[src/design/sqltok_pkg.sv]
// Package for the SQL subset tokenizer: token and scan mode codes, record and
// queue entry types, character class helpers. No dependencies.
package sqltok_pkg;

  localparam int TEXT_MAX_DEF    = 32;
  localparam int QUEUE_DEPTH_DEF = 4;

  typedef enum logic [3:0] {
    MODE_IDLE,
    MODE_COMMENT,
    MODE_IDENT,
    MODE_INT,
    MODE_STR,
    MODE_MINUS,
    MODE_BANG,
    MODE_LT,
    MODE_GT
  } mode_t;

  typedef enum logic [4:0] {
    TOK_EOF    = 5'd0,
    TOK_IDENT  = 5'd1,
    TOK_NULL   = 5'd2,
    TOK_INT    = 5'd3,
    TOK_STR    = 5'd4,
    TOK_LPAREN = 5'd5,
    TOK_RPAREN = 5'd6,
    TOK_COMMA  = 5'd7,
    TOK_SEMI   = 5'd8,
    TOK_STAR   = 5'd9,
    TOK_EQ     = 5'd10,
    TOK_NEQ    = 5'd11,
    TOK_LT     = 5'd12,
    TOK_LTE    = 5'd13,
    TOK_GT     = 5'd14,
    TOK_GTE    = 5'd15,
    TOK_ERROR  = 5'd16
  } tok_type_t;

  localparam logic       KIND_TEXT = 1'b0;
  localparam logic       KIND_END  = 1'b1;
  localparam logic [2:0] NULL_FAIL = 3'd7;
  localparam logic [2:0] NULL_DONE = 3'd4;

  localparam logic [7:0] CH_NUL    = 8'h00;
  localparam logic [7:0] CH_LF     = 8'h0A;
  localparam logic [7:0] CH_QUOTE  = 8'h27;
  localparam logic [7:0] CH_MINUS  = 8'h2D;
  localparam logic [7:0] CH_BANG   = 8'h21;
  localparam logic [7:0] CH_LT     = 8'h3C;
  localparam logic [7:0] CH_GT     = 8'h3E;
  localparam logic [7:0] CH_EQ     = 8'h3D;
  localparam logic [7:0] CH_LPAREN = 8'h28;
  localparam logic [7:0] CH_RPAREN = 8'h29;
  localparam logic [7:0] CH_COMMA  = 8'h2C;
  localparam logic [7:0] CH_SEMI   = 8'h3B;
  localparam logic [7:0] CH_STAR   = 8'h2A;

  typedef struct packed {
    logic        kind;
    tok_type_t   ttype;
    logic [7:0]  tbyte;
    logic [4:0]  tlen;
    logic [63:0] ival;
  } rec_t;

  // Everything one input transaction produces: one or two records.
  typedef struct packed {
    rec_t rec0;
    rec_t rec1;
    logic two;
  } pair_t;

  localparam rec_t REC_NONE = '0;

  function automatic logic is_space(input logic [7:0] c);
    return (c == 8'h20) || (c >= 8'h09 && c <= 8'h0D);
  endfunction

  function automatic logic is_digit(input logic [7:0] c);
    return (c >= 8'h30) && (c <= 8'h39);
  endfunction

  function automatic logic is_alpha(input logic [7:0] c);
    return (c >= 8'h41 && c <= 8'h5A) || (c >= 8'h61 && c <= 8'h7A) || (c == 8'h5F);
  endfunction

  function automatic logic [7:0] to_upper(input logic [7:0] c);
    return (c >= 8'h61 && c <= 8'h7A) ? (c - 8'h20) : c;
  endfunction

  // Letters of the keyword NULL, indexed by match position.
  function automatic logic [7:0] null_letter(input logic [1:0] idx);
    logic [7:0] l;
    unique case (idx)
      2'd0:    l = 8'h4E;
      2'd1:    l = 8'h55;
      default: l = 8'h4C;
    endcase
    return l;
  endfunction

  function automatic logic [2:0] null_step(input logic [2:0] nm, input logic [7:0] c);
    logic [2:0] r;
    if (nm < NULL_DONE && to_upper(c) == null_letter(nm[1:0])) begin
      r = nm + 3'd1;
    end else begin
      r = NULL_FAIL;
    end
    return r;
  endfunction

  function automatic rec_t mk_text(input tok_type_t t, input logic [7:0] c);
    rec_t r;
    r       = REC_NONE;
    r.kind  = KIND_TEXT;
    r.ttype = t;
    r.tbyte = c;
    return r;
  endfunction

  function automatic rec_t mk_end(input tok_type_t t, input logic [7:0] b,
                                  input logic [4:0] len, input logic [63:0] v);
    rec_t r;
    r.kind  = KIND_END;
    r.ttype = t;
    r.tbyte = b;
    r.tlen  = len;
    r.ival  = v;
    return r;
  endfunction

endpackage

[src/design/sql_subset_tokenizer.sv]
// Top level of the SQL subset tokenizer: scanner, pair queue and output stage.
// Depends on sqltok_pkg, sqltok_scan, sqltok_queue and sqltok_emit.
//
//   channel | direction | handshake          | payload
//   --------+-----------+--------------------+--------------------------------------------
//   in_     | input     | push / full        | in_char_byte, in_end_of_input
//   out_    | output    | pop / empty        | kind, type, byte, length, int value, last
//
// Flow: a byte is taken in every cycle in which the pair queue has room; each byte causes
// zero, one or two result records, and the output register hands out one record a cycle
// while pop is held, so a run of two-record bytes is paced by the output port.
// The edge that accepts a byte transaction writes its pair into the pair queue; the output
// register then loads it from the queue once the register is empty or its record is popped.
// Reset is synchronous and active low; it returns the scanner to idle and empties the queue
// and the output register.
// A stalled output side fills the queue of QUEUE_DEPTH pairs and then raises full.
module sql_subset_tokenizer #(
  parameter int TEXT_MAX    = sqltok_pkg::TEXT_MAX_DEF,
  parameter int QUEUE_DEPTH = sqltok_pkg::QUEUE_DEPTH_DEF
) (
  input  logic               clk,
  input  logic               rst_n,
  input  logic               push,
  output logic               full,
  input  logic [7:0]         in_char_byte,
  input  logic               in_end_of_input,
  output logic               empty,
  input  logic               pop,
  output logic               out_record_kind,
  output logic [4:0]         out_token_type,
  output logic [7:0]         out_text_byte,
  output logic [4:0]         out_text_length,
  output logic signed [63:0] out_int_value,
  output logic               out_last
);

  // The scanner advances on every accepted byte transaction; a pair is pushed only when
  // the byte produced a record (whitespace between tokens and comments produce none).
  logic              take;
  logic              has_recs;
  sqltok_pkg::pair_t scan_pair;

  logic              q_full;
  logic              q_empty;
  logic              q_deq;
  sqltok_pkg::pair_t q_head;

  logic              emit_valid;
  sqltok_pkg::rec_t  emit_rec;
  logic              emit_last;

  assign take = push && !q_full;
  assign full = q_full;

  sqltok_scan #(
    .TEXT_MAX (TEXT_MAX)
  ) u_scan (
    .clk          (clk),
    .rst_n        (rst_n),
    .take         (take),
    .char_byte    (in_char_byte),
    .end_of_input (in_end_of_input),
    .has_recs     (has_recs),
    .pair         (scan_pair)
  );

  sqltok_queue #(
    .DEPTH (QUEUE_DEPTH)
  ) u_queue (
    .clk     (clk),
    .rst_n   (rst_n),
    .push    (take && has_recs),
    .wr_pair (scan_pair),
    .full    (q_full),
    .empty   (q_empty),
    .deq     (q_deq),
    .head    (q_head)
  );

  // The output stage refills its register whenever it is empty or its record is being
  // taken, so it sustains one record per cycle while pop is held and the queue has pairs.
  sqltok_emit u_emit (
    .clk       (clk),
    .rst_n     (rst_n),
    .q_empty   (q_empty),
    .q_head    (q_head),
    .q_deq     (q_deq),
    .pop       (pop),
    .out_valid (emit_valid),
    .out_rec   (emit_rec),
    .out_last  (emit_last)
  );

  assign empty           = !emit_valid;
  assign out_record_kind = emit_rec.kind;
  assign out_token_type  = emit_rec.ttype;
  assign out_text_byte   = emit_rec.tbyte;
  assign out_text_length = emit_rec.tlen;
  assign out_int_value   = $signed(emit_rec.ival);
  assign out_last        = emit_last;

  // The second record of a pair is already in the queue, so it must follow at once.
  a_pair_follows: assert property (@(posedge clk) disable iff (!rst_n)
    (!empty && pop && !out_last) |=> !empty)
    else $error("second record of a pair did not follow its first");

  // Text records only ever belong to identifiers, integers or strings.
  a_text_class: assert property (@(posedge clk) disable iff (!rst_n)
    (!empty && out_record_kind == sqltok_pkg::KIND_TEXT) |->
    (out_token_type == sqltok_pkg::TOK_IDENT || out_token_type == sqltok_pkg::TOK_INT ||
     out_token_type == sqltok_pkg::TOK_STR))
    else $error("text record with a non-text token class");

  // An EOF record is always the final end record of its transaction.
  a_eof_last: assert property (@(posedge clk) disable iff (!rst_n)
    (!empty && out_token_type == sqltok_pkg::TOK_EOF &&
     out_record_kind == sqltok_pkg::KIND_END) |-> out_last)
    else $error("EOF record not marked last");

  // While the queue is full the scanner holds its state.
  a_queue_full_stalls: assert property (@(posedge clk) disable iff (!rst_n)
    (push && full) |=> ($stable(u_scan.mode_r) || !rst_n))
    else $error("scanner advanced while the queue was full");

endmodule

[src/design/sqltok_scan.sv]
// Front end of the tokenizer: scan state machine that classifies each byte
// and builds the zero, one or two records it causes. Uses sqltok_pkg.
module sqltok_scan #(
  parameter int TEXT_MAX = sqltok_pkg::TEXT_MAX_DEF
) (
  input  logic              clk,
  input  logic              rst_n,
  input  logic              take,
  input  logic [7:0]        char_byte,
  input  logic              end_of_input,
  output logic              has_recs,
  output sqltok_pkg::pair_t pair
);

  localparam int KLW = $clog2(TEXT_MAX);
  localparam logic [KLW-1:0] KEEP_LIM = KLW'(TEXT_MAX - 1);

  sqltok_pkg::mode_t mode_r, mode_nxt;
  logic [KLW-1:0]    kept_r, kept_nxt;
  logic [63:0]       acc_r, acc_nxt;
  logic              neg_r, neg_nxt;
  logic [2:0]        nm_r, nm_nxt;

  logic [KLW+4:0]    kept_ext;
  logic [4:0]        kept_len;
  logic [63:0]       acc_step;
  logic [63:0]       acc_neg;
  logic              is_end;
  logic              room;

  logic              fin_vld;
  sqltok_pkg::rec_t  fin_rec;

  sqltok_pkg::mode_t st_mode;
  logic [KLW-1:0]    st_kept;
  logic [63:0]       st_acc;
  logic              st_neg;
  logic [2:0]        st_nm;
  logic              st_vld;
  sqltok_pkg::rec_t  st_rec;
  sqltok_pkg::tok_type_t st_punct;

  logic              a_vld, b_vld;
  sqltok_pkg::rec_t  a_rec, b_rec;

  assign kept_ext = {5'd0, kept_r};
  assign kept_len = kept_ext[4:0];
  assign acc_step = (acc_r << 3) + (acc_r << 1) + {60'd0, char_byte[3:0]};
  assign acc_neg  = 64'd0 - acc_r;
  assign is_end   = end_of_input || (char_byte == sqltok_pkg::CH_NUL);
  assign room     = kept_r < KEEP_LIM;

  // Record that closes whatever token or pending operator is open.
  always_comb begin
    fin_vld = 1'b1;
    fin_rec = sqltok_pkg::REC_NONE;
    unique case (mode_r)
      sqltok_pkg::MODE_IDENT:
        fin_rec = sqltok_pkg::mk_end((nm_r == sqltok_pkg::NULL_DONE) ? sqltok_pkg::TOK_NULL
                                     : sqltok_pkg::TOK_IDENT, 8'd0, kept_len, 64'd0);
      sqltok_pkg::MODE_INT:
        fin_rec = sqltok_pkg::mk_end(sqltok_pkg::TOK_INT, 8'd0, kept_len,
                                     neg_r ? acc_neg : acc_r);
      sqltok_pkg::MODE_STR:
        fin_rec = sqltok_pkg::mk_end(sqltok_pkg::TOK_STR, 8'd0, kept_len, 64'd0);
      sqltok_pkg::MODE_MINUS:
        fin_rec = sqltok_pkg::mk_end(sqltok_pkg::TOK_ERROR, sqltok_pkg::CH_MINUS, 5'd0, 64'd0);
      sqltok_pkg::MODE_BANG:
        fin_rec = sqltok_pkg::mk_end(sqltok_pkg::TOK_ERROR, sqltok_pkg::CH_BANG, 5'd0, 64'd0);
      sqltok_pkg::MODE_LT:
        fin_rec = sqltok_pkg::mk_end(sqltok_pkg::TOK_LT, 8'd0, 5'd0, 64'd0);
      sqltok_pkg::MODE_GT:
        fin_rec = sqltok_pkg::mk_end(sqltok_pkg::TOK_GT, 8'd0, 5'd0, 64'd0);
      default:
        fin_vld = 1'b0;
    endcase
  end

  // Single-byte punctuation lookup for a fresh token.
  always_comb begin
    unique case (char_byte)
      sqltok_pkg::CH_LPAREN: st_punct = sqltok_pkg::TOK_LPAREN;
      sqltok_pkg::CH_RPAREN: st_punct = sqltok_pkg::TOK_RPAREN;
      sqltok_pkg::CH_COMMA:  st_punct = sqltok_pkg::TOK_COMMA;
      sqltok_pkg::CH_SEMI:   st_punct = sqltok_pkg::TOK_SEMI;
      sqltok_pkg::CH_STAR:   st_punct = sqltok_pkg::TOK_STAR;
      sqltok_pkg::CH_EQ:     st_punct = sqltok_pkg::TOK_EQ;
      default:               st_punct = sqltok_pkg::TOK_ERROR;
    endcase
  end

  // Outcome of scanning the byte as the first byte of a new token.
  always_comb begin
    st_mode = sqltok_pkg::MODE_IDLE;
    st_kept = kept_r;
    st_acc  = acc_r;
    st_neg  = neg_r;
    st_nm   = nm_r;
    st_vld  = 1'b0;
    st_rec  = sqltok_pkg::REC_NONE;
    priority if (sqltok_pkg::is_space(char_byte)) begin
      st_mode = sqltok_pkg::MODE_IDLE;
    end else if (char_byte == sqltok_pkg::CH_QUOTE) begin
      st_mode = sqltok_pkg::MODE_STR;
      st_kept = '0;
      st_acc  = 64'd0;
      st_neg  = 1'b0;
      st_nm   = 3'd0;
    end else if (sqltok_pkg::is_digit(char_byte)) begin
      st_mode = sqltok_pkg::MODE_INT;
      st_kept = KLW'(1);
      st_acc  = {60'd0, char_byte[3:0]};
      st_neg  = 1'b0;
      st_nm   = 3'd0;
      st_vld  = 1'b1;
      st_rec  = sqltok_pkg::mk_text(sqltok_pkg::TOK_INT, char_byte);
    end else if (sqltok_pkg::is_alpha(char_byte)) begin
      st_mode = sqltok_pkg::MODE_IDENT;
      st_kept = KLW'(1);
      st_acc  = 64'd0;
      st_neg  = 1'b0;
      st_nm   = sqltok_pkg::null_step(3'd0, char_byte);
      st_vld  = 1'b1;
      st_rec  = sqltok_pkg::mk_text(sqltok_pkg::TOK_IDENT, char_byte);
    end else if (char_byte == sqltok_pkg::CH_MINUS) begin
      st_mode = sqltok_pkg::MODE_MINUS;
    end else if (char_byte == sqltok_pkg::CH_BANG) begin
      st_mode = sqltok_pkg::MODE_BANG;
    end else if (char_byte == sqltok_pkg::CH_LT) begin
      st_mode = sqltok_pkg::MODE_LT;
    end else if (char_byte == sqltok_pkg::CH_GT) begin
      st_mode = sqltok_pkg::MODE_GT;
    end else begin
      st_vld = 1'b1;
      st_rec = sqltok_pkg::mk_end(st_punct,
                                  (st_punct == sqltok_pkg::TOK_ERROR) ? char_byte : 8'd0,
                                  5'd0, 64'd0);
    end
  end

  // Next state and the ordered records for this byte.
  always_comb begin
    mode_nxt = mode_r;
    kept_nxt = kept_r;
    acc_nxt  = acc_r;
    neg_nxt  = neg_r;
    nm_nxt   = nm_r;
    a_vld    = 1'b0;
    a_rec    = sqltok_pkg::REC_NONE;
    b_vld    = 1'b0;
    b_rec    = sqltok_pkg::REC_NONE;
    if (is_end) begin
      a_vld    = fin_vld;
      a_rec    = fin_rec;
      b_vld    = 1'b1;
      b_rec    = sqltok_pkg::mk_end(sqltok_pkg::TOK_EOF, 8'd0, 5'd0, 64'd0);
      mode_nxt = sqltok_pkg::MODE_IDLE;
      kept_nxt = '0;
      acc_nxt  = 64'd0;
      neg_nxt  = 1'b0;
      nm_nxt   = 3'd0;
    end else begin
      unique case (mode_r)
        sqltok_pkg::MODE_COMMENT: begin
          if (char_byte == sqltok_pkg::CH_LF) begin
            mode_nxt = sqltok_pkg::MODE_IDLE;
          end
        end
        sqltok_pkg::MODE_STR: begin
          if (char_byte == sqltok_pkg::CH_QUOTE) begin
            a_vld    = 1'b1;
            a_rec    = fin_rec;
            mode_nxt = sqltok_pkg::MODE_IDLE;
          end else if (room) begin
            a_vld    = 1'b1;
            a_rec    = sqltok_pkg::mk_text(sqltok_pkg::TOK_STR, char_byte);
            kept_nxt = kept_r + KLW'(1);
          end
        end
        sqltok_pkg::MODE_IDENT: begin
          if (sqltok_pkg::is_alpha(char_byte) || sqltok_pkg::is_digit(char_byte)) begin
            nm_nxt = sqltok_pkg::null_step(nm_r, char_byte);
            if (room) begin
              a_vld    = 1'b1;
              a_rec    = sqltok_pkg::mk_text(sqltok_pkg::TOK_IDENT, char_byte);
              kept_nxt = kept_r + KLW'(1);
            end
          end else begin
            a_vld = 1'b1;
            a_rec = fin_rec;
            b_vld = st_vld;
            b_rec = st_rec;
            mode_nxt = st_mode;
            kept_nxt = st_kept;
            acc_nxt  = st_acc;
            neg_nxt  = st_neg;
            nm_nxt   = st_nm;
          end
        end
        sqltok_pkg::MODE_INT: begin
          if (sqltok_pkg::is_digit(char_byte)) begin
            if (room) begin
              a_vld    = 1'b1;
              a_rec    = sqltok_pkg::mk_text(sqltok_pkg::TOK_INT, char_byte);
              kept_nxt = kept_r + KLW'(1);
              acc_nxt  = acc_step;
            end
          end else begin
            a_vld = 1'b1;
            a_rec = fin_rec;
            b_vld = st_vld;
            b_rec = st_rec;
            mode_nxt = st_mode;
            kept_nxt = st_kept;
            acc_nxt  = st_acc;
            neg_nxt  = st_neg;
            nm_nxt   = st_nm;
          end
        end
        sqltok_pkg::MODE_MINUS: begin
          if (char_byte == sqltok_pkg::CH_MINUS) begin
            mode_nxt = sqltok_pkg::MODE_COMMENT;
          end else if (sqltok_pkg::is_digit(char_byte)) begin
            // Negative integer: the minus sign is the first kept text byte.
            a_vld    = 1'b1;
            a_rec    = sqltok_pkg::mk_text(sqltok_pkg::TOK_INT, sqltok_pkg::CH_MINUS);
            b_vld    = 1'b1;
            b_rec    = sqltok_pkg::mk_text(sqltok_pkg::TOK_INT, char_byte);
            mode_nxt = sqltok_pkg::MODE_INT;
            kept_nxt = KLW'(2);
            acc_nxt  = {60'd0, char_byte[3:0]};
            neg_nxt  = 1'b1;
            nm_nxt   = 3'd0;
          end else begin
            a_vld = 1'b1;
            a_rec = fin_rec;
            b_vld = st_vld;
            b_rec = st_rec;
            mode_nxt = st_mode;
            kept_nxt = st_kept;
            acc_nxt  = st_acc;
            neg_nxt  = st_neg;
            nm_nxt   = st_nm;
          end
        end
        sqltok_pkg::MODE_BANG, sqltok_pkg::MODE_LT, sqltok_pkg::MODE_GT: begin
          if (char_byte == sqltok_pkg::CH_EQ) begin
            a_vld = 1'b1;
            a_rec = sqltok_pkg::mk_end((mode_r == sqltok_pkg::MODE_BANG) ? sqltok_pkg::TOK_NEQ :
                                       ((mode_r == sqltok_pkg::MODE_LT) ? sqltok_pkg::TOK_LTE :
                                        sqltok_pkg::TOK_GTE), 8'd0, 5'd0, 64'd0);
            mode_nxt = sqltok_pkg::MODE_IDLE;
          end else begin
            a_vld = 1'b1;
            a_rec = fin_rec;
            b_vld = st_vld;
            b_rec = st_rec;
            mode_nxt = st_mode;
            kept_nxt = st_kept;
            acc_nxt  = st_acc;
            neg_nxt  = st_neg;
            nm_nxt   = st_nm;
          end
        end
        default: begin
          b_vld    = st_vld;
          b_rec    = st_rec;
          mode_nxt = st_mode;
          kept_nxt = st_kept;
          acc_nxt  = st_acc;
          neg_nxt  = st_neg;
          nm_nxt   = st_nm;
        end
      endcase
    end
  end

  // Close up the gap when only the second slot holds a record.
  always_comb begin
    has_recs = a_vld || b_vld;
    pair.two = a_vld && b_vld;
    if (a_vld) begin
      pair.rec0 = a_rec;
      pair.rec1 = b_rec;
    end else begin
      pair.rec0 = b_rec;
      pair.rec1 = sqltok_pkg::REC_NONE;
    end
  end

  always_ff @(posedge clk) begin
    if (!rst_n) begin
      mode_r <= sqltok_pkg::MODE_IDLE;
      kept_r <= '0;
      acc_r  <= 64'd0;
      neg_r  <= 1'b0;
      nm_r   <= 3'd0;
    end else if (take) begin
      mode_r <= mode_nxt;
      kept_r <= kept_nxt;
      acc_r  <= acc_nxt;
      neg_r  <= neg_nxt;
      nm_r   <= nm_nxt;
    end
  end

endmodule

[src/design/sqltok_queue.sv]
// Short queue of record pairs between the scanner and the output stage.
// Uses sqltok_pkg.
module sqltok_queue #(
  parameter int DEPTH = sqltok_pkg::QUEUE_DEPTH_DEF
) (
  input  logic              clk,
  input  logic              rst_n,
  input  logic              push,
  input  sqltok_pkg::pair_t wr_pair,
  output logic              full,
  output logic              empty,
  input  logic              deq,
  output sqltok_pkg::pair_t head
);

  localparam int PW = $clog2(DEPTH);
  localparam int CW = $clog2(DEPTH + 1);

  sqltok_pkg::pair_t mem_r [DEPTH];
  logic [PW-1:0] wr_ptr_r, wr_ptr_nxt;
  logic [PW-1:0] rd_ptr_r, rd_ptr_nxt;
  logic [CW-1:0] cnt_r, cnt_nxt;
  logic          do_push, do_pop;

  assign full    = (cnt_r == CW'(DEPTH));
  assign empty   = (cnt_r == '0);
  assign do_push = push && !full;
  assign do_pop  = deq && !empty;
  assign head    = mem_r[rd_ptr_r];

  always_comb begin
    wr_ptr_nxt = wr_ptr_r;
    rd_ptr_nxt = rd_ptr_r;
    cnt_nxt    = cnt_r;
    if (do_push) begin
      wr_ptr_nxt = (wr_ptr_r == PW'(DEPTH - 1)) ? '0 : wr_ptr_r + PW'(1);
    end
    if (do_pop) begin
      rd_ptr_nxt = (rd_ptr_r == PW'(DEPTH - 1)) ? '0 : rd_ptr_r + PW'(1);
    end
    if (do_push && !do_pop) begin
      cnt_nxt = cnt_r + CW'(1);
    end else if (do_pop && !do_push) begin
      cnt_nxt = cnt_r - CW'(1);
    end
  end

  always_ff @(posedge clk) begin
    if (do_push) begin
      mem_r[wr_ptr_r] <= wr_pair;
    end
  end

  always_ff @(posedge clk) begin
    if (!rst_n) begin
      wr_ptr_r <= '0;
      rd_ptr_r <= '0;
      cnt_r    <= '0;
    end else begin
      wr_ptr_r <= wr_ptr_nxt;
      rd_ptr_r <= rd_ptr_nxt;
      cnt_r    <= cnt_nxt;
    end
  end

endmodule

[src/design/sqltok_emit.sv]
// Back end of the tokenizer: walks each queued pair one record at a time
// into the output register and marks the final record. Uses sqltok_pkg.
module sqltok_emit (
  input  logic              clk,
  input  logic              rst_n,
  input  logic              q_empty,
  input  sqltok_pkg::pair_t q_head,
  output logic              q_deq,
  input  logic              pop,
  output logic              out_valid,
  output sqltok_pkg::rec_t  out_rec,
  output logic              out_last
);

  logic             vld_r, vld_nxt;
  logic             sel_r, sel_nxt;
  sqltok_pkg::rec_t rec_r, rec_nxt;
  logic             last_r, last_nxt;
  logic             load;
  logic             head_last;

  assign load      = !vld_r || pop;
  assign head_last = sel_r || !q_head.two;

  always_comb begin
    vld_nxt  = vld_r;
    sel_nxt  = sel_r;
    rec_nxt  = rec_r;
    last_nxt = last_r;
    q_deq    = 1'b0;
    if (load) begin
      vld_nxt = !q_empty;
      if (!q_empty) begin
        rec_nxt  = sel_r ? q_head.rec1 : q_head.rec0;
        last_nxt = head_last;
        q_deq    = head_last;
        sel_nxt  = !head_last;
      end
    end
  end

  always_ff @(posedge clk) begin
    if (!rst_n) begin
      vld_r <= 1'b0;
      sel_r <= 1'b0;
    end else begin
      vld_r <= vld_nxt;
      sel_r <= sel_nxt;
    end
  end

  always_ff @(posedge clk) begin
    rec_r  <= rec_nxt;
    last_r <= last_nxt;
  end

  assign out_valid = vld_r;
  assign out_rec   = rec_r;
  assign out_last  = last_r;

endmodule
[config.mk]
export PLATFORM = sky130hd
export DESIGN_NAME = sql_subset_tokenizer
export DESIGN_NICKNAME = d
export VERILOG_FILES = /design/src/design/sqltok_pkg.sv /design/src/design/sql_subset_tokenizer.sv /design/src/design/sqltok_scan.sv /design/src/design/sqltok_queue.sv /design/src/design/sqltok_emit.sv
export SDC_FILE = /design/constraint.sdc
export NUM_CORES = 1
export LEC_CHECK = 0
export BUFFER_PORTS_ARGS = -buffer_cell sky130_fd_sc_hd__buf_2
export CORE_UTILIZATION = 45
export CTS_BUF_LIST = sky130_fd_sc_hd__clkbuf_8
export DETAILED_ROUTE_END_ITERATION = 10
export PLACE_DENSITY_LB_ADDON = 0.1
export REMOVE_ABC_BUFFERS = 1
export SYNTH_ARGS = -nofsm -noshare
export SYNTH_HDL_FRONTEND = slang
export SYNTH_SLANG_ARGS = --single-unit
[constraint.sdc]
create_clock -name clk -period 20.4 [get_ports clk]
set_input_delay 6.12 -clock clk [delete_from_list [all_inputs] [get_ports clk]]
set_output_delay 6.12 -clock clk [all_outputs]
set_load 0.01 [all_outputs]
# After elaboration in Yosys (flattened, before gate mapping)
# Memories as Yosys holds them, arrays and structs flattened. A register that Yosys moved wholly into a read port is not among the register bits.
# Cells that the tools add are included.
dict set report classes {
  muxes 143
  n_lt_le_gt_ge 10
  n_eq_ne 40
  n_reduce_logical 40
  addsub 10
  bitwise_logic 1
}
# operator count
set ops {}
lappend ops {{$mux W83} 22}
lappend ops {{$pmux W83 S5} 2}
lappend ops {{$mux W64} 12}
lappend ops {{$pmux W83 S7} 1}
lappend ops {{$pmux W64 S5} 1}
lappend ops {{$mux W166} 1}
lappend ops {{$eq A8 B6 Y1 const B} 12}
lappend ops {{$mux W80} 1}
lappend ops {{$mux W79} 1}
lappend ops {{$mux W78} 1}
lappend ops {{$mux W8} 9}
lappend ops {{$mux W5} 13}
lappend ops {{$add A64 B4 Y64} 1}
lappend ops {{$add A64 B64 Y64} 1}
lappend ops {{$mux W4} 16}
lappend ops {{$sub A1 B64 Y64 const A} 1}
lappend ops {{$pmux W5 S6} 2}
lappend ops {{$mux W3} 14}
lappend ops {{$mux W1} 35}
lappend ops {{$pmux W4 S6} 1}
lappend ops {{$eq A4 B3 Y1 const B} 4}
lappend ops {{$eq A8 B8 Y1} 2}
lappend ops {{$ge A8 B7 Y1 const B} 2}
lappend ops {{$le A8 B7 Y1 const B} 2}
lappend ops {{42 further kinds} 87}
dict set report totals {
  ram_bits 668
  memories 1
  output_inout_bits 86
  in_bits 13
  register_bits 170
  word_cells 261
}
# name words word_bits read_ports rd_clocked_by_memory_dff write_ports line
set mem_list {}
lappend mem_list {u_queue.mem_r 4 167 1 1 1 sqltok_queue.sv:19} ;# sqltok_pkg::pair_t mem_r [DEPTH];

# Depth between registers and ports, before layout
dict set report depth {
  ltp_word 20
  depth_mapped 17
  ltp_nobuf 16
}

# By module
# A second synthesis with hierarchy kept.
dict set report unflattened {
  cells_unflattened 2636
  hier_area_um2 39098.7
}
# mod cells_each area_each_um2 instances seq_area_each_um2
set modules_own_cells {}
lappend modules_own_cells {sqltok_queue 924 24583.6 1 20239.4}
lappend modules_own_cells {sqltok_scan 1521 10866.7 1 1541.5}
lappend modules_own_cells {sqltok_emit 188 3629.7 1 2562.5}
lappend modules_own_cells {sql_subset_tokenizer 3 18.8 1 0.0}

# Worst setup path before layout
# No wires, ideal clock.
dict set report synth_path {
  path_type {input-to-reg}
  startpoint {input port pop}
  endpoint {register u_queue.cnt_r[2]}
  t_required_ps 20329
  setup_time_ps 71
  n_path_buf 0
  t_arrival_ps 11861
  stages 10
  path_slack_ps 8468
  path_cell_list {inv_1 -> a21oi_1 -> and2_1 -> inv_1 -> ha_1 -> inv_1 -> fa_1 -> xor2_1 -> or3_1 -> a21oi_1}
}
dict set report synth_via {
  elab_chain_cells 6
  word_cells_on_any_way 8
  cone_classes {mux (2); reduce/logical (6)}
}
# item line
set synth_rtl {}
lappend synth_rtl {{start, declared} sql_subset_tokenizer.sv:28} ;# input logic pop,
lappend synth_rtl {{$logic_or A1 B1 Y1 (*)} sqltok_emit.sv:22} ;# assign load = !vld_r || pop;
lappend synth_rtl {{$mux W1 (*)} sqltok_emit.sv:31} ;# if (load) begin
lappend synth_rtl {{$logic_and A1 B1 Y1 (*)} sqltok_queue.sv:28} ;# assign do_pop = deq && !empty;
lappend synth_rtl {{$logic_not A1 Y1} sqltok_queue.sv:41} ;# if (do_push && !do_pop) begin
lappend synth_rtl {{$logic_and A1 B1 Y1} sqltok_queue.sv:41}
lappend synth_rtl {{$mux W3 / $reduce_bool A2 Y1 (equally long branches)} -}
lappend synth_rtl {{end signal, assigned} sqltok_queue.sv:62} ;# cnt_r <= cnt_nxt;
lappend synth_rtl {{end, declared} sqltok_queue.sv:22} ;# logic [CW-1:0] cnt_r, cnt_nxt;
# Mark *: on every way between the ends. The rest lies on a longest branch, timed or not.
# A chain may end at the register's enable or synchronous reset.

# Worst setup path after layout
dict set report layout_path {
  startpoint {input port in_char_byte[4]}
  endpoint {memory u_queue.mem_r[1][87] (netlist name), enable pin}
}
dict set report layout_via {
  elab_chain_cells 18
  word_cells_on_any_way 52
  cone_classes {order compare (8); eq/ne (8); mux (23); reduce/logical (13)}
}
# item line
set layout_rtl {}
lappend layout_rtl {{start, declared} sql_subset_tokenizer.sv:25} ;# input logic [7:0] in_char_byte,
lappend layout_rtl {{$eq A8 B6 Y1} sqltok_scan.sv:131} ;# end else if (char_byte == sqltok_pkg::CH_GT) begin
lappend layout_rtl {{$mux W1} sqltok_scan.sv:131}
lappend layout_rtl {{$mux W1} sqltok_scan.sv:129} ;# end else if (char_byte == sqltok_pkg::CH_LT) begin
lappend layout_rtl {{$mux W1} sqltok_scan.sv:127} ;# end else if (char_byte == sqltok_pkg::CH_BANG) begin
lappend layout_rtl {{$mux W1} sqltok_scan.sv:125} ;# end else if (char_byte == sqltok_pkg::CH_MINUS) begin
lappend layout_rtl {{$mux W1} sqltok_scan.sv:117} ;# end else if (sqltok_pkg::is_alpha(char_byte)) begin
lappend layout_rtl {{$mux W1} sqltok_scan.sv:109} ;# end else if (sqltok_pkg::is_digit(char_byte)) begin
lappend layout_rtl {{$mux W1} sqltok_scan.sv:103} ;# end else if (char_byte == sqltok_pkg::CH_QUOTE) begin
lappend layout_rtl {{[... 3 more ...]} -}
lappend layout_rtl {{$pmux W1 S5} sqltok_scan.sv:163} ;# unique case (mode_r)
lappend layout_rtl {{$mux W1} sqltok_scan.sv:152} ;# if (is_end) begin
lappend layout_rtl {{$logic_or A1 B1 Y1 (*)} sqltok_scan.sv:280} ;# has_recs = a_vld || b_vld;
lappend layout_rtl {{$logic_and A1 B1 Y1 (*)} sql_subset_tokenizer.sv:72} ;# .push (take && has_recs),
lappend layout_rtl {{$logic_and A1 B1 Y1 (*)} sqltok_queue.sv:27} ;# assign do_push = push && !full;
lappend layout_rtl {{named net u_queue.do_push} sqltok_queue.sv:23} ;# logic do_push, do_pop;
lappend layout_rtl {{$mux W1 (*)} sqltok_queue.sv:49} ;# if (do_push) begin
lappend layout_rtl {{$mux W1 (not written as such) (*)} sqltok_queue.sv:50} ;# mem_r[wr_ptr_r] <= wr_pair;
lappend layout_rtl {{end, declared} sqltok_queue.sv:19}
# The timed path passes the listed nets; every way through them passes the cells marked *.

==> flow_summary.toml <==
[run_status]
status = "finished clean"

[synth]
synth_top_cell_by_area = "edfxtp_1"
syn_avg_cell_area_um2 = 12.8
synth-edff-count = 476
synthFlopType = "edfxtp_1"
synth.distinct_cells = 77
ys_async_sr_fraction_pct = 0
syn_area_mm2 = 0.0281
synth-seq-area-share_pct = 57.2
synth_top_area_share_pct = 50.9
synthTopCellsByArea = "edfxtp_1 (51%), mux4_2 (7.9%), dfxtp_1 (6.3%), ha_1 (6.1%), xor2_1 (2.7%)"
synthCells = 2202
ys_ff_latch = 564
ys_warn_count = 0
netlist_top_cells_count = "edfxtp_1 (476), nor2_1 (190), ha_1 (137)"
yosysMostFrequentCell = "edfxtp_1"

[drt]
drt-initial-drc-count = 1123
drt_pass1_iterations = 5
dr_total_vias = 18222
routedWlPerCell_um = 22.0
antenna_left = 0
drt-total-wl_um = 70900
drcViolationCount = 0
vias_per_cell = 5.66

[hold_path]
hold_depth = 2
hold_start = "u_scan.acc_r[63]$_SDFFE_PN0P_"
worstHoldEndpoint = "u_scan.acc_r[63]$_SDFFE_PN0P_"
min_path_type = "reg2reg"

[cells_and_area]
drive_gt1_share_pct = 16.1
fillers = 5517
multi_input_area_mm2 = 0.0115
final_nets = 2459
regArea_mm2 = 0.0161
syn2layout_area_growth_pct = 10.8
final_cells = 3217

[power_and_ir_drop]
power.switching_mw = 0.930
p_int_mw = 2.24
powerDensity_mw_per_mm2 = 102
power.total_mw = 3.17
seqPwrFrac_pct = 49.6
vdd_drop_max_mv = 0.0682
p_leak_nw = 11.8
swShare_pct = 29.4
p_comb_share_pct = 21.7
clockPowerShare_pct = 28.7

[flow_run]
maxCapViolations = 0

[placed_design]
place_ws_ns = 8.82
dp.cells = 3048
place_congestion = 0.899
portBuffers = 98
post-dp-hpwl_um = 48200

[floorplan]
rows = 91
die_h_um = 252
pin_count = 99
core-area_mm2 = 0.0617
dieArea_mm2 = 0.0634
fp.dieW_um = 252
start_util_pct = 45.5

[critical_path]
worst_setup_path_end_kind = "flop"
critPathMaxStageDelay_ns = 0.83
worstPathArrival_ns = 11.19
r2r_setup_slack_ns = 15.43
startpoint_type = "primary input"
r2r_end = "u_queue.mem_r[1][87]$_DFFE_PP_"
worstPathCellList = "buf_2 > or4b_2 > nor2_1 > nand4_1 > o21ai_0 > or4b_1 > nand2_1 > a21oi_2 > and2_4 > buf_4"
cp_max_fo = 56
reg2reg_from = "u_scan.mode_r[2]$_SDFFE_PN0P_"
critical_path_class = "in2reg"
slowest_stage = "or4b_2"
ff2ff_path_depth = 9
critPathRequiredTime_ns = 20.67

[sta]
worst_slew_pin_slew_ns = 1.14
min_period_over_period_pct = 53.5
hold_viol_final = 0
finClkSkew_ns = 0.0436
tns_ns = 0
hold_slack_ns = 0.484
fmax_mhz = 91.6
rsz0062_at_grt = "no"
slew_viol_final = 0
worst_slack_ns = 9.48
final.min_clock_period_ns = 10.92
final-setup-viol-count = 0
relSlewSlack_pct = 24.0

[global_routing]
grt_max_degree = 65
grt_pass1_wl_um = 109000
gr-total-overflow = 0
busiest_layer = "met2"
grt_pass1_vias = 18431
antenna_found_initial = 4
met3_usage_pct = 3.10
grt_util_met2_pct = 37.7
gr-usage-met1_pct = 30.9
grtUsageTotal_pct = 22.5

[clock_tree]
cts_root_buffer = "clkbuf_8"
clkSinkCount = 564
cts_tree = "yes"
cts_max_level = 3
cts_setup_buffers = 0
cts-resized-gates = 0
clk_latency_ns = 0.69
cts_hold_buffers = 0
clk_transition_reported_paths_ns = 0.06
clock_tree.buffer_depth = 3
cts_buffers = 93
[final cells by class]
class | instances | share of cell area, %
flip-flops and latches | 564 | 51.6
multi-input cells | 1487 | 36.9
clock buffers | 96 | 4.25
well taps | 837 | 3.37
repair buffers | 120 | 2.11
clock inverters | 72 | 1.20
inverters | 40 | 0.483
diodes | 1 | 0.00804
[sequential cells by signal, indices dropped and copies added (netlist names), named ones only]
name / flops
u_emit.out_last: 1
u_emit.out_rec: 83
u_emit.out_valid: 1
u_emit.sel_r: 1
u_queue.cnt_r: 3
u_queue.mem_r: 392
u_queue.rd_ptr_r: 2
u_queue.wr_ptr_r: 2
u_scan.acc_r: 64
u_scan.kept_len: 5
u_scan.mode_r: 4
u_scan.neg_r: 1
u_scan.nm_r: 3
[placed cells by master (no fill, tap or decap), drive strengths merged, types with 24 or more instances in the layout]
cell type,netlist,final
a21o,32,32
a21oi,127,127
a22oi,36,36
and2,26,26
buf,12,120
clkbuf,99,96
clkinv,1,32
dfxtp,88,88
edfxtp,476,476
ha,137,137
inv,39,75
mux4,98,98
nand2,128,128
nand3,44,44
nand4,25,25
nor2,190,190
nor2b,86,86
o21ai,124,124
o31ai,24,24
xnor2,40,40
xor2,87,87
[critical path, delay by kind of cell]
family / cells / cell delay [ns]
simple gates: 6 / 2.71
compound gates: 2 / 1.28
buf+inv: 2 / 0.96
[cell families after synthesis]
group	Yosys count	synth area share [%]
DFF	564	57.2
adders and majority gates	140	6.32
and+or+nand+nor	634	11.3
muxes	119	8.68
xor gates and xnor gates	127	3.96
buffers and inverters	151	2.02
AOI/OAI and AO/OA	467	10.5
[routing by layer]
| metal | up-vias | share of wire (%) | routed length [um] |
|---|---|---|---|
| li1 | 8629 | - | - |
| met1 | 9109 | 46 | 32400 |
| met2 | 393 | 49 | 34700 |
| met3 | 91 | 3.7 | 2660 |
| met4 | 0 | 1.6 | 1160 |
| met5 | - | 0 | 0 |
[power by group through the flow]
stage	logic, mW	registers [mW]	clock network, mW
3_3_place_gp	0.705	1.60	0
6_report	0.689	1.57	0.907
3_5_place_dp	0.709	1.60	0
2_1_floorplan	0.393	1.67	0
5_1_grt	0.746	1.59	0.984
4_1_cts	0.711	1.58	0.934
[how the worst max path moves through the flow]
stage / from / end / slack, ns / depth (start not counted)
after CTS: in_char_byte[4] / u_queue.mem_r[1][92]$_DFFE_PP_ / 9.55 / 10
after global placement: in_char_byte[4] / u_queue.mem_r[0][140]$_DFFE_PP_ / 8.88 / 10
after detailed placement: in_char_byte[4] / u_queue.mem_r[1][98]$_DFFE_PP_ / 8.82 / 10
final: in_char_byte[4] / u_queue.mem_r[1][87]$_DFFE_PP_ / 9.48 / 10
after floorplan: pop / u_queue.cnt_r[2]$_SDFFE_PN0P_ / 8.44 / 10
after global routing: in_char_byte[4] / u_queue.mem_r[1][87]$_DFFE_PP_ / 9.24 / 10
[metrics by stage]
stage	utilization, %	instance area [um^2]
floorplan	-	27700
global placement	47.7	29400
detailed placement	47.7	29400
CTS	50.4	31100
global route	50.4	31100
finish	50.4	31100
Note: power is estimated with default switching activity, not from simulation.
